`config.mk`:
```
export PLATFORM = sky130hd
export DESIGN_NAME = sha1_hash_engine
export DESIGN_NICKNAME = d
export VERILOG_FILES = /design/src/hw/rtl/sha1_pkg.sv /design/src/hw/rtl/sha1_queue.sv /design/src/hw/rtl/sha1_front.sv /design/src/hw/rtl/sha1_compress.sv /design/src/hw/rtl/sha1_back.sv /design/src/hw/rtl/sha1_hash_engine.sv
export SDC_FILE = /design/constraint.sdc
export NUM_CORES = 2
export LEC_CHECK = 0
export BUFFER_PORTS_ARGS = -buffer_cell sky130_fd_sc_hd__buf_2
export CORE_ASPECT_RATIO = 0.5
export CORE_MARGIN = 2
export CORE_UTILIZATION = 50
export CTS_CLUSTER_SIZE = 16
export DETAILED_ROUTE_END_ITERATION = 8
export PLACE_DENSITY = 0.66
export SYNTH_ARGS = -nofsm -noshare
export SYNTH_HDL_FRONTEND = slang
export SYNTH_SLANG_ARGS = --single-unit
```
`constraint.sdc`:
```
create_clock -name clk -period 23.7 [get_ports clk]
set_input_delay 1.185 -clock clk [delete_from_list [all_inputs] [get_ports clk]]
set_output_delay 1.185 -clock clk [all_outputs]
set_load 0.02 [all_outputs]
```
`src/hw/rtl/sha1_pkg.sv`:
```
// Shared types, constants and codes for the SHA-1 hash engine.
`timescale 1ns / 1ps

package sha1_pkg;

  typedef enum logic {
    OP_ABSORB = 1'b0,
    OP_FINISH = 1'b1
  } op_t;

  typedef logic [4:0][31:0] chain_t;

  localparam chain_t INIT_CHAIN = {
    32'hc3d2e1f0, 32'h10325476, 32'h98badcfe, 32'hefcdab89, 32'h67452301
  };

  localparam logic [31:0] K_0 = 32'h5a827999;
  localparam logic [31:0] K_1 = 32'h6ed9eba1;
  localparam logic [31:0] K_2 = 32'h8f1bbcdc;
  localparam logic [31:0] K_3 = 32'hca62c1d6;

  localparam logic [6:0] ROUND_LAST = 7'd79;
  localparam logic [6:0] ROUND_F1   = 7'd20;
  localparam logic [6:0] ROUND_F2   = 7'd40;
  localparam logic [6:0] ROUND_F3   = 7'd60;

  localparam logic [5:0] FILL_LAST = 6'd63;
  localparam logic [5:0] FILL_LEN  = 6'd56;
  localparam logic [3:0] LEN_BYTES = 4'd8;
  localparam logic [7:0] PAD_BYTE  = 8'h80;

  localparam int QUEUE_DEPTH = 4;
  localparam int QPTR_W      = $clog2(QUEUE_DEPTH);

  typedef struct packed {
    op_t         op;
    logic [7:0]  data;
    logic [31:0] msg_bytes;
  } qentry_t;

  typedef struct packed {
    logic        load;
    logic [31:0] word;
    logic        start;
    logic        reinit;
  } cmd_t;

  typedef struct packed {
    logic done;
  } stat_t;

endpackage

```
`src/hw/rtl/sha1_queue.sv`:
```
// Short queue of classified items between the front and back parts.
`timescale 1ns / 1ps

module sha1_queue (
  input  logic             clk,
  input  logic             rst,
  input  logic             push,
  input  sha1_pkg::qentry_t push_data,
  output logic             full,
  input  logic             pop,
  output sha1_pkg::qentry_t head,
  output logic             head_valid
);
  import sha1_pkg::*;

  localparam logic [QPTR_W:0] FULL_COUNT = (QPTR_W + 1)'(QUEUE_DEPTH);

  qentry_t            mem [QUEUE_DEPTH];
  logic [QPTR_W-1:0]  wr_ptr;
  logic [QPTR_W-1:0]  rd_ptr;
  logic [QPTR_W:0]    count;

  assign full       = (count == FULL_COUNT);
  assign head_valid = (count != '0);
  assign head       = mem[rd_ptr];

  always_ff @(posedge clk) begin
    if (push) begin
      mem[wr_ptr] <= push_data;
    end
  end

  always_ff @(posedge clk) begin
    if (rst) begin
      wr_ptr <= '0;
      rd_ptr <= '0;
      count  <= '0;
    end else begin
      if (push) begin
        wr_ptr <= wr_ptr + 1'b1;
      end
      if (pop) begin
        rd_ptr <= rd_ptr + 1'b1;
      end
      unique case ({push, pop})
        2'b10:   count <= count + 1'b1;
        2'b01:   count <= count - 1'b1;
        default: count <= count;
      endcase
    end
  end

endmodule

```
`src/hw/rtl/sha1_front.sv`:
```
// Input side: accepts items, counts message bytes and queues classified entries.
`timescale 1ns / 1ps

module sha1_front (
  input  logic              clk,
  input  logic              rst,
  input  logic              in_valid,
  output logic              in_stall,
  input  logic              operation,
  input  logic [7:0]        data_byte,
  output logic              q_push,
  output sha1_pkg::qentry_t q_data,
  input  logic              q_full
);
  import sha1_pkg::*;

  logic [31:0] msg_bytes;
  op_t         op;

  assign op       = op_t'(operation);
  assign in_stall = q_full;
  assign q_push   = in_valid && !q_full;

  always_comb begin
    q_data.op        = op;
    q_data.data      = data_byte;
    q_data.msg_bytes = msg_bytes;
  end

  always_ff @(posedge clk) begin
    if (rst) begin
      msg_bytes <= '0;
    end else if (q_push) begin
      if (op == OP_FINISH) begin
        msg_bytes <= '0;
      end else begin
        msg_bytes <= msg_bytes + 32'd1;
      end
    end
  end

endmodule

```
`src/hw/rtl/sha1_compress.sv`:
```
// SHA-1 compression unit: one round per cycle over a sixteen-word schedule line.
`timescale 1ns / 1ps

module sha1_compress (
  input  logic             clk,
  input  logic             rst,
  input  sha1_pkg::cmd_t   cmd,
  output sha1_pkg::stat_t  stat,
  output sha1_pkg::chain_t chain
);
  import sha1_pkg::*;

  typedef enum logic [2:0] {
    C_IDLE  = 3'b001,
    C_ROUND = 3'b010,
    C_FINAL = 3'b100
  } cstate_t;

  cstate_t           state;
  logic [6:0]        t;
  logic [31:0]       a, b, c, d, e;
  logic [15:0][31:0] sched;
  logic [31:0]       f, k, w_mix, w_new, nxt;

  always_comb begin
    priority if (t < ROUND_F1) begin
      f = (b & c) | (~b & d);
      k = K_0;
    end else if (t < ROUND_F2) begin
      f = b ^ c ^ d;
      k = K_1;
    end else if (t < ROUND_F3) begin
      f = (b & c) | (b & d) | (c & d);
      k = K_2;
    end else begin
      f = b ^ c ^ d;
      k = K_3;
    end
    w_mix = sched[13] ^ sched[8] ^ sched[2] ^ sched[0];
    w_new = {w_mix[30:0], w_mix[31]};
    nxt   = {a[26:0], a[31:27]} + f + e + sched[0] + k;
  end

  assign stat.done = (state == C_FINAL);

  always_ff @(posedge clk) begin
    if (rst) begin
      state <= C_IDLE;
      t     <= '0;
      chain <= INIT_CHAIN;
    end else begin
      unique case (state)
        C_IDLE: begin
          if (cmd.reinit) begin
            chain <= INIT_CHAIN;
          end
          if (cmd.start) begin
            t     <= '0;
            state <= C_ROUND;
          end
        end
        C_ROUND: begin
          t <= t + 7'd1;
          if (t == ROUND_LAST) begin
            state <= C_FINAL;
          end
        end
        C_FINAL: begin
          chain[0] <= chain[0] + a;
          chain[1] <= chain[1] + b;
          chain[2] <= chain[2] + c;
          chain[3] <= chain[3] + d;
          chain[4] <= chain[4] + e;
          state    <= C_IDLE;
        end
        default: state <= C_IDLE;
      endcase
    end
  end

  always_ff @(posedge clk) begin
    if (cmd.load) begin
      sched <= {cmd.word, sched[15:1]};
    end else if (state == C_ROUND) begin
      sched <= {w_new, sched[15:1]};
    end
    if (state == C_IDLE && cmd.start) begin
      a <= chain[0];
      b <= chain[1];
      c <= chain[2];
      d <= chain[3];
      e <= chain[4];
    end else if (state == C_ROUND) begin
      a <= nxt;
      b <= a;
      c <= {b[1:0], b[31:2]};
      d <= c;
      e <= d;
    end
  end

endmodule

```
`src/hw/rtl/sha1_back.sv`:
```
// Back part: packs bytes into words, generates padding and holds the digest.
`timescale 1ns / 1ps

module sha1_back (
  input  logic              clk,
  input  logic              rst,
  input  sha1_pkg::qentry_t head,
  input  logic              head_valid,
  output logic              pop,
  output sha1_pkg::cmd_t    cmd,
  input  sha1_pkg::stat_t   stat,
  input  sha1_pkg::chain_t  chain,
  output logic              out_valid,
  input  logic              out_stall,
  output logic [31:0]       digest_h0,
  output logic [31:0]       digest_h1,
  output logic [31:0]       digest_h2,
  output logic [31:0]       digest_h3,
  output logic [31:0]       digest_h4
);
  import sha1_pkg::*;

  typedef enum logic [3:0] {
    B_IDLE = 4'b0001,
    B_PAD  = 4'b0010,
    B_WAIT = 4'b0100,
    B_EMIT = 4'b1000
  } bstate_t;

  bstate_t     state;
  logic [5:0]  fill;
  logic [23:0] acc;
  logic [63:0] len_shift;
  logic        sent_80;
  logic [3:0]  len_idx;
  logic        pad_active;

  logic        push_en;
  logic [7:0]  push_byte;
  logic        pad_zero;
  logic        pad_len_byte;
  logic        block_full;
  logic        out_fire;

  assign pad_zero     = sent_80 && (len_idx == '0) && (fill != FILL_LEN);
  assign pad_len_byte = sent_80 && !pad_zero;
  assign block_full   = push_en && (fill == FILL_LAST);
  assign out_fire     = out_valid && !out_stall;

  always_comb begin
    push_en   = 1'b0;
    push_byte = head.data;
    pop       = 1'b0;
    unique case (state)
      B_IDLE: begin
        if (head_valid) begin
          pop     = 1'b1;
          push_en = (head.op == OP_ABSORB);
        end
      end
      B_PAD: begin
        push_en = 1'b1;
        priority if (!sent_80) begin
          push_byte = PAD_BYTE;
        end else if (pad_zero) begin
          push_byte = 8'h00;
        end else begin
          push_byte = len_shift[63:56];
        end
      end
      default: begin
        push_en = 1'b0;
      end
    endcase
  end

  always_comb begin
    cmd.load   = push_en && (fill[1:0] == 2'b11);
    cmd.word   = {acc, push_byte};
    cmd.start  = block_full;
    cmd.reinit = (state == B_EMIT) && !out_valid;
  end

  always_ff @(posedge clk) begin
    if (rst) begin
      state      <= B_IDLE;
      fill       <= '0;
      sent_80    <= 1'b0;
      len_idx    <= '0;
      pad_active <= 1'b0;
      out_valid  <= 1'b0;
    end else begin
      if (push_en) begin
        fill <= fill + 6'd1;
      end
      if (out_fire) begin
        out_valid <= 1'b0;
      end
      unique case (state)
        B_IDLE: begin
          if (head_valid) begin
            if (head.op == OP_FINISH) begin
              sent_80    <= 1'b0;
              len_idx    <= '0;
              pad_active <= 1'b1;
              state      <= B_PAD;
            end else if (block_full) begin
              state <= B_WAIT;
            end
          end
        end
        B_PAD: begin
          if (!sent_80) begin
            sent_80 <= 1'b1;
          end else if (pad_len_byte) begin
            len_idx <= len_idx + 4'd1;
          end
          if (block_full) begin
            state <= B_WAIT;
          end
        end
        B_WAIT: begin
          if (stat.done) begin
            priority if (len_idx == LEN_BYTES) begin
              state <= B_EMIT;
            end else if (pad_active) begin
              state <= B_PAD;
            end else begin
              state <= B_IDLE;
            end
          end
        end
        B_EMIT: begin
          if (!out_valid) begin
            out_valid  <= 1'b1;
            pad_active <= 1'b0;
            len_idx    <= '0;
            state      <= B_IDLE;
          end
        end
        default: state <= B_IDLE;
      endcase
    end
  end

  always_ff @(posedge clk) begin
    if (push_en) begin
      acc <= {acc[15:0], push_byte};
    end
    if (state == B_IDLE && head_valid && head.op == OP_FINISH) begin
      len_shift <= {29'd0, head.msg_bytes, 3'd0};
    end else if (state == B_PAD && pad_len_byte) begin
      len_shift <= {len_shift[55:0], 8'h00};
    end
    if (state == B_EMIT && !out_valid) begin
      digest_h0 <= chain[0];
      digest_h1 <= chain[1];
      digest_h2 <= chain[2];
      digest_h3 <= chain[3];
      digest_h4 <= chain[4];
    end
  end

endmodule

```
`src/hw/rtl/sha1_hash_engine.sv`:
```
// Top level of the byte-serial SHA-1 hash engine.
//
//   Channel  Direction  Handshake             Payload
//   input    in         in_valid / in_stall   operation, data_byte
//   output   out        out_valid / out_stall digest_h0 .. digest_h4
//
// An absorbed byte is packed into the current word by the back part; each full
// 64-byte block is compressed in 80 rounds and one chaining add.
// A finish item leaves the queue, then 9 to 72 padding bytes, one or two
// compressions and the digest register load follow. Reset is synchronous
// and needs no sweep.
// The four-entry queue takes input transfers while a block compresses, until full;
// a waiting digest holds the back part only when the next digest is ready.
`timescale 1ns / 1ps

module sha1_hash_engine (
  input  logic        clk,
  input  logic        rst,
  input  logic        in_valid,
  output logic        in_stall,
  input  logic        operation,
  input  logic [7:0]  data_byte,
  output logic        out_valid,
  input  logic        out_stall,
  output logic [31:0] digest_h0,
  output logic [31:0] digest_h1,
  output logic [31:0] digest_h2,
  output logic [31:0] digest_h3,
  output logic [31:0] digest_h4
);
  import sha1_pkg::*;

  logic    q_push;
  qentry_t q_data;
  logic    q_full;
  logic    q_pop;
  qentry_t q_head;
  logic    q_head_valid;
  cmd_t    cmd;
  stat_t   stat;
  chain_t  chain;

  sha1_front u_front (
    .clk       (clk),
    .rst       (rst),
    .in_valid  (in_valid),
    .in_stall  (in_stall),
    .operation (operation),
    .data_byte (data_byte),
    .q_push    (q_push),
    .q_data    (q_data),
    .q_full    (q_full)
  );

  sha1_queue u_queue (
    .clk        (clk),
    .rst        (rst),
    .push       (q_push),
    .push_data  (q_data),
    .full       (q_full),
    .pop        (q_pop),
    .head       (q_head),
    .head_valid (q_head_valid)
  );

  sha1_compress u_compress (
    .clk   (clk),
    .rst   (rst),
    .cmd   (cmd),
    .stat  (stat),
    .chain (chain)
  );

  sha1_back u_back (
    .clk        (clk),
    .rst        (rst),
    .head       (q_head),
    .head_valid (q_head_valid),
    .pop        (q_pop),
    .cmd        (cmd),
    .stat       (stat),
    .chain      (chain),
    .out_valid  (out_valid),
    .out_stall  (out_stall),
    .digest_h0  (digest_h0),
    .digest_h1  (digest_h1),
    .digest_h2  (digest_h2),
    .digest_h3  (digest_h3),
    .digest_h4  (digest_h4)
  );

endmodule

```
# Yosys cells after proc, flatten, opt, wreduce, memory -nomap -nowiden
# Memory sizes are Yosys's and may differ from the RTL's. A register that Yosys moved wholly into a read port is not among the register bits.
# Index checks and enable logic that the tools add are counted.
# totals
ff_bits	1143
latchBits	0
mem_bits_rw	164
rom_bits	0
inputBits	13
output_inout_bits	162
elab_cells	203
n_memories	1
# mem_list
name	depth	word_bits	read_ports	rd_clocked_by_memory_dff	wr	line	text
u_queue.mem	4	41	1	1	1	sha1_queue.sv:18	qentry_t mem [QUEUE_DEPTH];
# op_classes
n_addsub	17
n_mul	0
div_mod_pow	0
magnitude_cmp	3
eq_ne	24
n_shift	0
muxes	64
n_bitwise	14
reduce_logical	34
# ops
op	n
2-to-1 mux 512 bit	2
2-to-1 mux 32 bit	16
case mux 160 bit (2 select lines)	1
adder 32 bit	9
2-to-1 mux 160 bit	1
bitwise XOR 32 bit	5
bitwise AND 32 bit	4
OR 32 bit	3
2-to-1 mux 35 bit	2
2-to-1 mux 4 bit	11
adder 32 x 1 -> 32 bit, second input constant	1
NOT 32 bit	1
2-to-1 mux 31 bit	1
2-to-1 mux 8 bit	3
case mux 4 bit (4 select lines)	1
nonzero test 2 bit	8
less-than comparator 7 x 6 -> 1 bit, second input constant	2
case mux 7 bit (2 select lines)	1
2-to-1 mux 1 bit	13
logical AND 1 bit	12
!= test 2 x 1 -> 1 bit, second input constant	6
case mux 3 bit (2 select lines)	2
case mux 4 bit (3 select lines)	1
== test 4 bit, second input constant	2
31 further kinds	48

# Logic depth before layout (Yosys ltp)
# depth
word_depth	12
mapped_depth	29
mapped_depth_nobuf	27

# By module
# From an unflattened synthesis, not the netlist that was laid out.
# unflattened
hier_cells	4597
hier_area_um2	58920.3
# by_module_without_submodules
module	instances	cells_each	area_per_inst_um2	seq_area_each_um2
sha1_compress	1	3563	41751.3	23582.6
sha1_back	1	573	9007.4	7407.1
sha1_queue	1	262	6402.4	5104.9
sha1_front	1	199	1759.2	640.6

# Worst setup path before layout
# OpenSTA, ideal clock, no wires.
# synth_timing
path_type	register -> register
startpoint	reg (tool-made name)
endpoint	reg u_compress.sched[0] in the netlist's numbering (enable)
setup_ns	0.900
arrival_ns	12.475
t_required_ns	22.800
path_slack_ns	10.325
stages_incl_launch_ff	6
path_buffers	1
synth_period_minus_slack_ns	13.375
cell_sequence	dfxtp_1 buf_2 mux4_2 o21ai_4 nand2_1 nand2_1
# synth_lines
item	line	text
end signal: assignment	sha1_compress.sv:83	sched <= {cmd.word, sched[15:1]};
end signal: assignment	sha1_compress.sv:85	sched <= {w_new, sched[15:1]};
end: declaration	sha1_compress.sv:22	logic [15:0][31:0] sched;

# Worst setup path in the final report
# layout_timing
startpoint	reg u_compress.t[4]
endpoint	reg u_compress.a[29], data pin
# layout_between
elab_chain_cells	10
word_cells_on_any_way	15
classes_between	add/sub (4); order compare (3); mux (8)
# layout_lines
item	line	text
start: declaration	sha1_compress.sv:20	logic [6:0] t;
start signal: assignment	sha1_compress.sv:63	t <= t + 7'd1;
less-than comparator 7 x 6 -> 1 bit	sha1_compress.sv:32	end else if (t < ROUND_F3) begin
2-to-1 mux 32 bit	sha1_compress.sv:32	
2-to-1 mux 32 bit	sha1_compress.sv:29	end else if (t < ROUND_F2) begin
2-to-1 mux 32 bit	sha1_compress.sv:26	priority if (t < ROUND_F1) begin
adder 32 bit (3 in a row)	sha1_compress.sv:41	nxt = {a[26:0], a[31:27]} + f + e + sched[0] + k;
adder 32 bit *	sha1_compress.sv:41	
2-to-1 mux 32 bit *	sha1_compress.sv:93	end else if (state == C_ROUND) begin
2-to-1 mux 32 bit *	sha1_compress.sv:87	if (state == C_IDLE && cmd.start) begin
end signal: assignment	sha1_compress.sv:88	a <= chain[0];
end signal: assignment	sha1_compress.sv:94	a <= nxt;
end: declaration	sha1_compress.sv:21	logic [31:0] a, b, c, d, e;
# Mark *: on every way between the ends. The rest lies on a longest branch, timed or not. The select of a mux whose other input is x is not followed.
# A chain may end at the register's enable or synchronous reset.

==> report_table.html <==
<table>
<tr><th>Metric</th><th>Value</th></tr>
<tr><th colspan="2">Hold path</th></tr>
<tr><td>Startpoint of the tightest hold check path</td><td>u_compress.sched[242]</td></tr>
<tr><td>Hold crit path type</td><td>flop to flop</td></tr>
<tr><th colspan="2">Run status</th></tr>
<tr><td>Outcome</td><td>completed</td></tr>
<tr><th colspan="2">CTS</th></tr>
<tr><td>Number of buffers on the longest clock path</td><td>3</td></tr>
<tr><td>Number of gates resized after CTS</td><td>0</td></tr>
<tr><td>CTS clock-pin slew for the worst setup and hold paths</td><td>roughly 0.070 ns</td></tr>
<tr><td>Number of buffers created by CTS</td><td>111</td></tr>
<tr><td>Root buf cell</td><td>sky130_fd_sc_hd__clkbuf_16</td></tr>
<tr><td>Clock latency of the later-clocked register in the worst-skew pair</td><td>between 0.7 and 0.8 ns</td></tr>
<tr><td>Sinks on Clock Net</td><td>between 1,000 and 1,500</td></tr>
<tr><td>Setup repair bufs after CTS</td><td>0</td></tr>
<tr><td>CTS tree</td><td>done</td></tr>
<tr><td>H-tree depth reported by CTS</td><td>3</td></tr>
<tr><td>Count of hold buffers inserted by post-cts repair</td><td>0</td></tr>
<tr><th colspan="2">Finish</th></tr>
<tr><td>Area taken by flip-flops and latches</td><td>36,740 um2</td></tr>
<tr><td>Area growth, synth to finish</td><td>10.74%</td></tr>
<tr><td>Total inserted antenna cells</td><td>0</td></tr>
<tr><td>Fraction of final layout cells sized beyond drive strength 1</td><td>10.17%</td></tr>
<tr><td>Combined area of the multi-input logic cells</td><td>19,990 um2</td></tr>
<tr><td>Final Util</td><td>55.80%</td></tr>
<tr><td>Commonest non-fill, non-tap cells in the layout</td><td>sky130_fd_sc_hd__edfxtp_1, sky130_fd_sc_hd__nand2_1, sky130_fd_sc_hd__nor2_1, sky130_fd_sc_hd__dfxtp_1, sky130_fd_sc_hd__a21oi_1</td></tr>
<tr><td>Leading cell type in the layout, fill and taps excluded</td><td>sky130_fd_sc_hd__edfxtp_1</td></tr>
<tr><td>Count of filler cells inserted in the layout</td><td>roughly 9,300</td></tr>
<tr><td>Final-stage net count</td><td>5,023</td></tr>
<tr><th colspan="2">Critical path</th></tr>
<tr><td>Worst R2R Start</td><td>u_compress.t[4]</td></tr>
<tr><td>Launching element of the worst setup path</td><td>u_compress.t[4]</td></tr>
<tr><td>Cell with the largest stage delay on the worst path</td><td>sky130_fd_sc_hd__nand2_1</td></tr>
<tr><td>Buffers plus inverters on the worst setup path</td><td>6</td></tr>
<tr><td>Dominant delay contributor by cell family on the critical path</td><td>compound AO/OA/AOI/OAI gates</td></tr>
<tr><td>Element type at the critical path end</td><td>flop</td></tr>
<tr><td>Data arrival time of the worst path</td><td>around 8.5 ns</td></tr>
<tr><td>Slowest Stage Delay on Critical Path</td><td>about 0.68 ns</td></tr>
<tr><td>Crit path required time</td><td>around 24 ns</td></tr>
<tr><td>Largest driver fanout on the critical path</td><td>35</td></tr>
<tr><td>Critical Path Start Type</td><td>flop</td></tr>
<tr><td>Critical path start-end classification</td><td>flop to flop</td></tr>
<tr><th colspan="2">Routing</th></tr>
<tr><td>Average via count per standard cell</td><td>5.592</td></tr>
<tr><td>Vias</td><td>roughly 35,000</td></tr>
<tr><td>Final WL</td><td>between 100,000 and 150,000 um</td></tr>
<tr><td>Number of nets with antenna violations after routing</td><td>0</td></tr>
<tr><td>Average routed wire per standard cell</td><td>~21 um</td></tr>
<tr><td>Number of remaining DRC errors</td><td>0</td></tr>
<tr><td>Iteration count of the initial detailed-routing pass</td><td>7</td></tr>
<tr><td>Number of design-rule violations left by the first detailed-router iteration</td><td>3,538</td></tr>
<tr><th colspan="2">STA</th></tr>
<tr><td>Max Slew Vio Count</td><td>0</td></tr>
<tr><td>Fin. Hold Viols</td><td>0</td></tr>
<tr><td>Max-slew headroom at the worst pin</td><td>a little under a quarter</td></tr>
<tr><td>Portion of the clock cycle consumed by the worst path in the final layout</td><td>33.96%</td></tr>
<tr><td>Total Neg Setup Slack</td><td>0 ns</td></tr>
<tr><td>Worst setup skew after layout</td><td>about 0.04 ns</td></tr>
<tr><td>Setup repair after global routing missed its margin</td><td>no</td></tr>
<tr><td>Min cycle time layout</td><td>slightly above 8 ns</td></tr>
<tr><td>Maximum frequency from static timing analysis</td><td>approximately 120 MHz</td></tr>
<tr><td>Final setup vio count</td><td>0</td></tr>
<tr><td>Worst Max-Slew Pin Slew</td><td>1.141 ns</td></tr>
<tr><th colspan="2">Floorplanning</th></tr>
<tr><td>Number of top-level design ports</td><td>175</td></tr>
<tr><td>Die Span Y</td><td>245.0 um</td></tr>
<tr><td>Effective utilization at floorplan</td><td>roughly half</td></tr>
<tr><td>Chip Width</td><td>486.0 um</td></tr>
<tr><td>Full die area</td><td>119,100 um2</td></tr>
<tr><td>Row Count</td><td>88</td></tr>
<tr><td>Area of the core</td><td>115,300 um2</td></tr>
<tr><th colspan="2">Yosys</th></tr>
<tr><td>Average instance area after synthesis</td><td>13.00 um2</td></tr>
<tr><td>Mapped Nets</td><td>4,836</td></tr>
<tr><td>Top_reg_cell synth</td><td>sky130_fd_sc_hd__edfxtp_1</td></tr>
<tr><td>Number of library cell types mapped by synthesis</td><td>81</td></tr>
<tr><td>Cell area after synthesis</td><td>58,090 um2</td></tr>
<tr><td>Number of warning messages in the yosys log</td><td>0</td></tr>
<tr><td>Portion of the post-synthesis area used by sequential elements</td><td>63.24%</td></tr>
<tr><td>EDFF count, synth</td><td>between 1,000 and 1,500</td></tr>
<tr><td>Async S/R FF share, synth</td><td>0%</td></tr>
<tr><td>Number of synthesized register bits</td><td>1,309</td></tr>
<tr><td>Cells after Synth</td><td>about 4,500</td></tr>
<tr><th colspan="2">Global routing</th></tr>
<tr><td>Wire length of the first global-routing pass</td><td>203,000 um</td></tr>
<tr><td>Via count of the first global-routing pass</td><td>between 30,000 and 40,000</td></tr>
<tr><td>GR Overflow Total</td><td>0</td></tr>
<tr><td>Largest net degree at the start of global routing</td><td>95</td></tr>
<tr><td>All-layer global routing usage</td><td>22.28%</td></tr>
<tr><td>Initial antenna violation count</td><td>5</td></tr>
<tr><th colspan="2">Placement</th></tr>
<tr><td>Count of port buffers added during placement</td><td>174</td></tr>
<tr><td>HPWL Detailed</td><td>slightly above 90,000 um</td></tr>
<tr><td>Gpl congestion</td><td>0.9645</td></tr>
<tr><th colspan="2">Power and ir drop</th></tr>
<tr><td>Pleak</td><td>~24 nW</td></tr>
<tr><td>Highest ir drop seen on vdd</td><td>0.00006186 V</td></tr>
<tr><td>Power density of the placed cells</td><td>74.54 nW/um2</td></tr>
<tr><th colspan="2">Flow run</th></tr>
<tr><td>Max-cap check violation count</td><td>0</td></tr>
</table>
[power by group]
group	internal, W	switching, W
clock	0.00103	0.000854
sequential	0.00256	0.0000316
combinational	0.000120	0.000204
total	0.00371	0.00109
[metrics by stage]
step           setup slack [ns]  hold slack [ns]  power (W)  cell area (um2)  instances
5_1_grt                   15.27           0.4154   0.004969            64330       6280
3_3_place_gp              15.93           0.4008   0.002965            60570       6071
3_5_place_dp              15.82           0.4045   0.002976            60570       6071
4_1_cts                   15.74           0.4089   0.004850            64330       6280
2_1_floorplan             10.32           0.4003   0.002871            58090       4467
6_report                  15.65           0.4135   0.004795            64330       6280
[cell type report]
| class | instances | share of cell area, % |
|---|---|---|
| Timing Repair Buffer | 214 | 1.844 |
| Inverter | 197 | 1.149 |
| Sequential cell | 1309 | 57.11 |
| Multi-Input combinational cell | 2821 | 31.08 |
| Clock buffer | 138 | 4.715 |
| Tap cell | 1530 | 2.976 |
| Clock inverter | 71 | 1.134 |
[sequential cells by signal (all words and copies together), names as in the netlist, 4 cells and up, named ones only]
name and count:
u_back.fill 6, u_compress.c 32, u_back.acc 24, u_compress.a 32, u_back.digest_h1 32, u_compress.e 32
u_back.state 4, u_back.len_idx 4, u_back.len_shift 61, u_compress.b 32, u_compress.chain 160, u_compress.sched 512
u_front.msg_bytes 32, u_back.digest_h4 32, u_back.digest_h2 32, u_compress.t 7, u_queue.mem 164, u_back.digest_h3 32
u_back.digest_h0 32, u_compress.d 32
[logic make-up after synthesis]
family                     share of synthesized area [%]
and+or+nand+nor                                    9.819
muxes                                              1.803
xor gates and xnor gates                           4.538
adders and majority gates                          9.283
DFF                                                63.24
buffers and inverters                              2.488
AOI/OAI and AO/OA                                  8.833
[final timing paths]
check | to | slack, ns | depth (start not counted)
worst min-delay path | u_compress.sched[210] | 0.41 | 0
worst min register to register | u_compress.sched[210] | 0.41 | 0
worst max-delay path | u_compress.a[29] | 15.65 | 28
worst max register to register | u_compress.a[29] | 15.65 | 28
[layer usage]
layer	GRT usage (%)	vias to the layer above	routed length (um)
li1	-	16443	-
met1	34.30	17389	63030
met2	32.87	1089	57710
met3	3.806	186	9188
met4	5.543	8	2759
met5	0	-	57
[synth_stat cells, types with 43 or more instances]
cell type	n	area share (%)
sky130_fd_sc_hd__a22oi_1	43	0.56
sky130_fd_sc_hd__inv_1	196	1.3
sky130_fd_sc_hd__dfxtp_1	257	8.9
sky130_fd_sc_hd__edfxtp_1	1052	54
sky130_fd_sc_hd__nor2b_1	59	0.64
sky130_fd_sc_hd__fa_1	125	4.3
sky130_fd_sc_hd__o21ai_0	215	1.9
sky130_fd_sc_hd__xor2_1	105	1.6
sky130_fd_sc_hd__a21oi_1	237	2.0
sky130_fd_sc_hd__clkbuf_1	95	0.61
sky130_fd_sc_hd__nand2_1	642	4.1
sky130_fd_sc_hd__nor2_1	288	1.9
sky130_fd_sc_hd__ha_1	231	5.0
sky130_fd_sc_hd__o22ai_1	50	0.54
sky130_fd_sc_hd__nand3_1	48	0.41
sky130_fd_sc_hd__xnor2_1	196	3.0
sky130_fd_sc_hd__nand2b_1	85	0.92
sky130_fd_sc_hd__a21o_1	80	1.0
(Power assumes the default switching activity.)
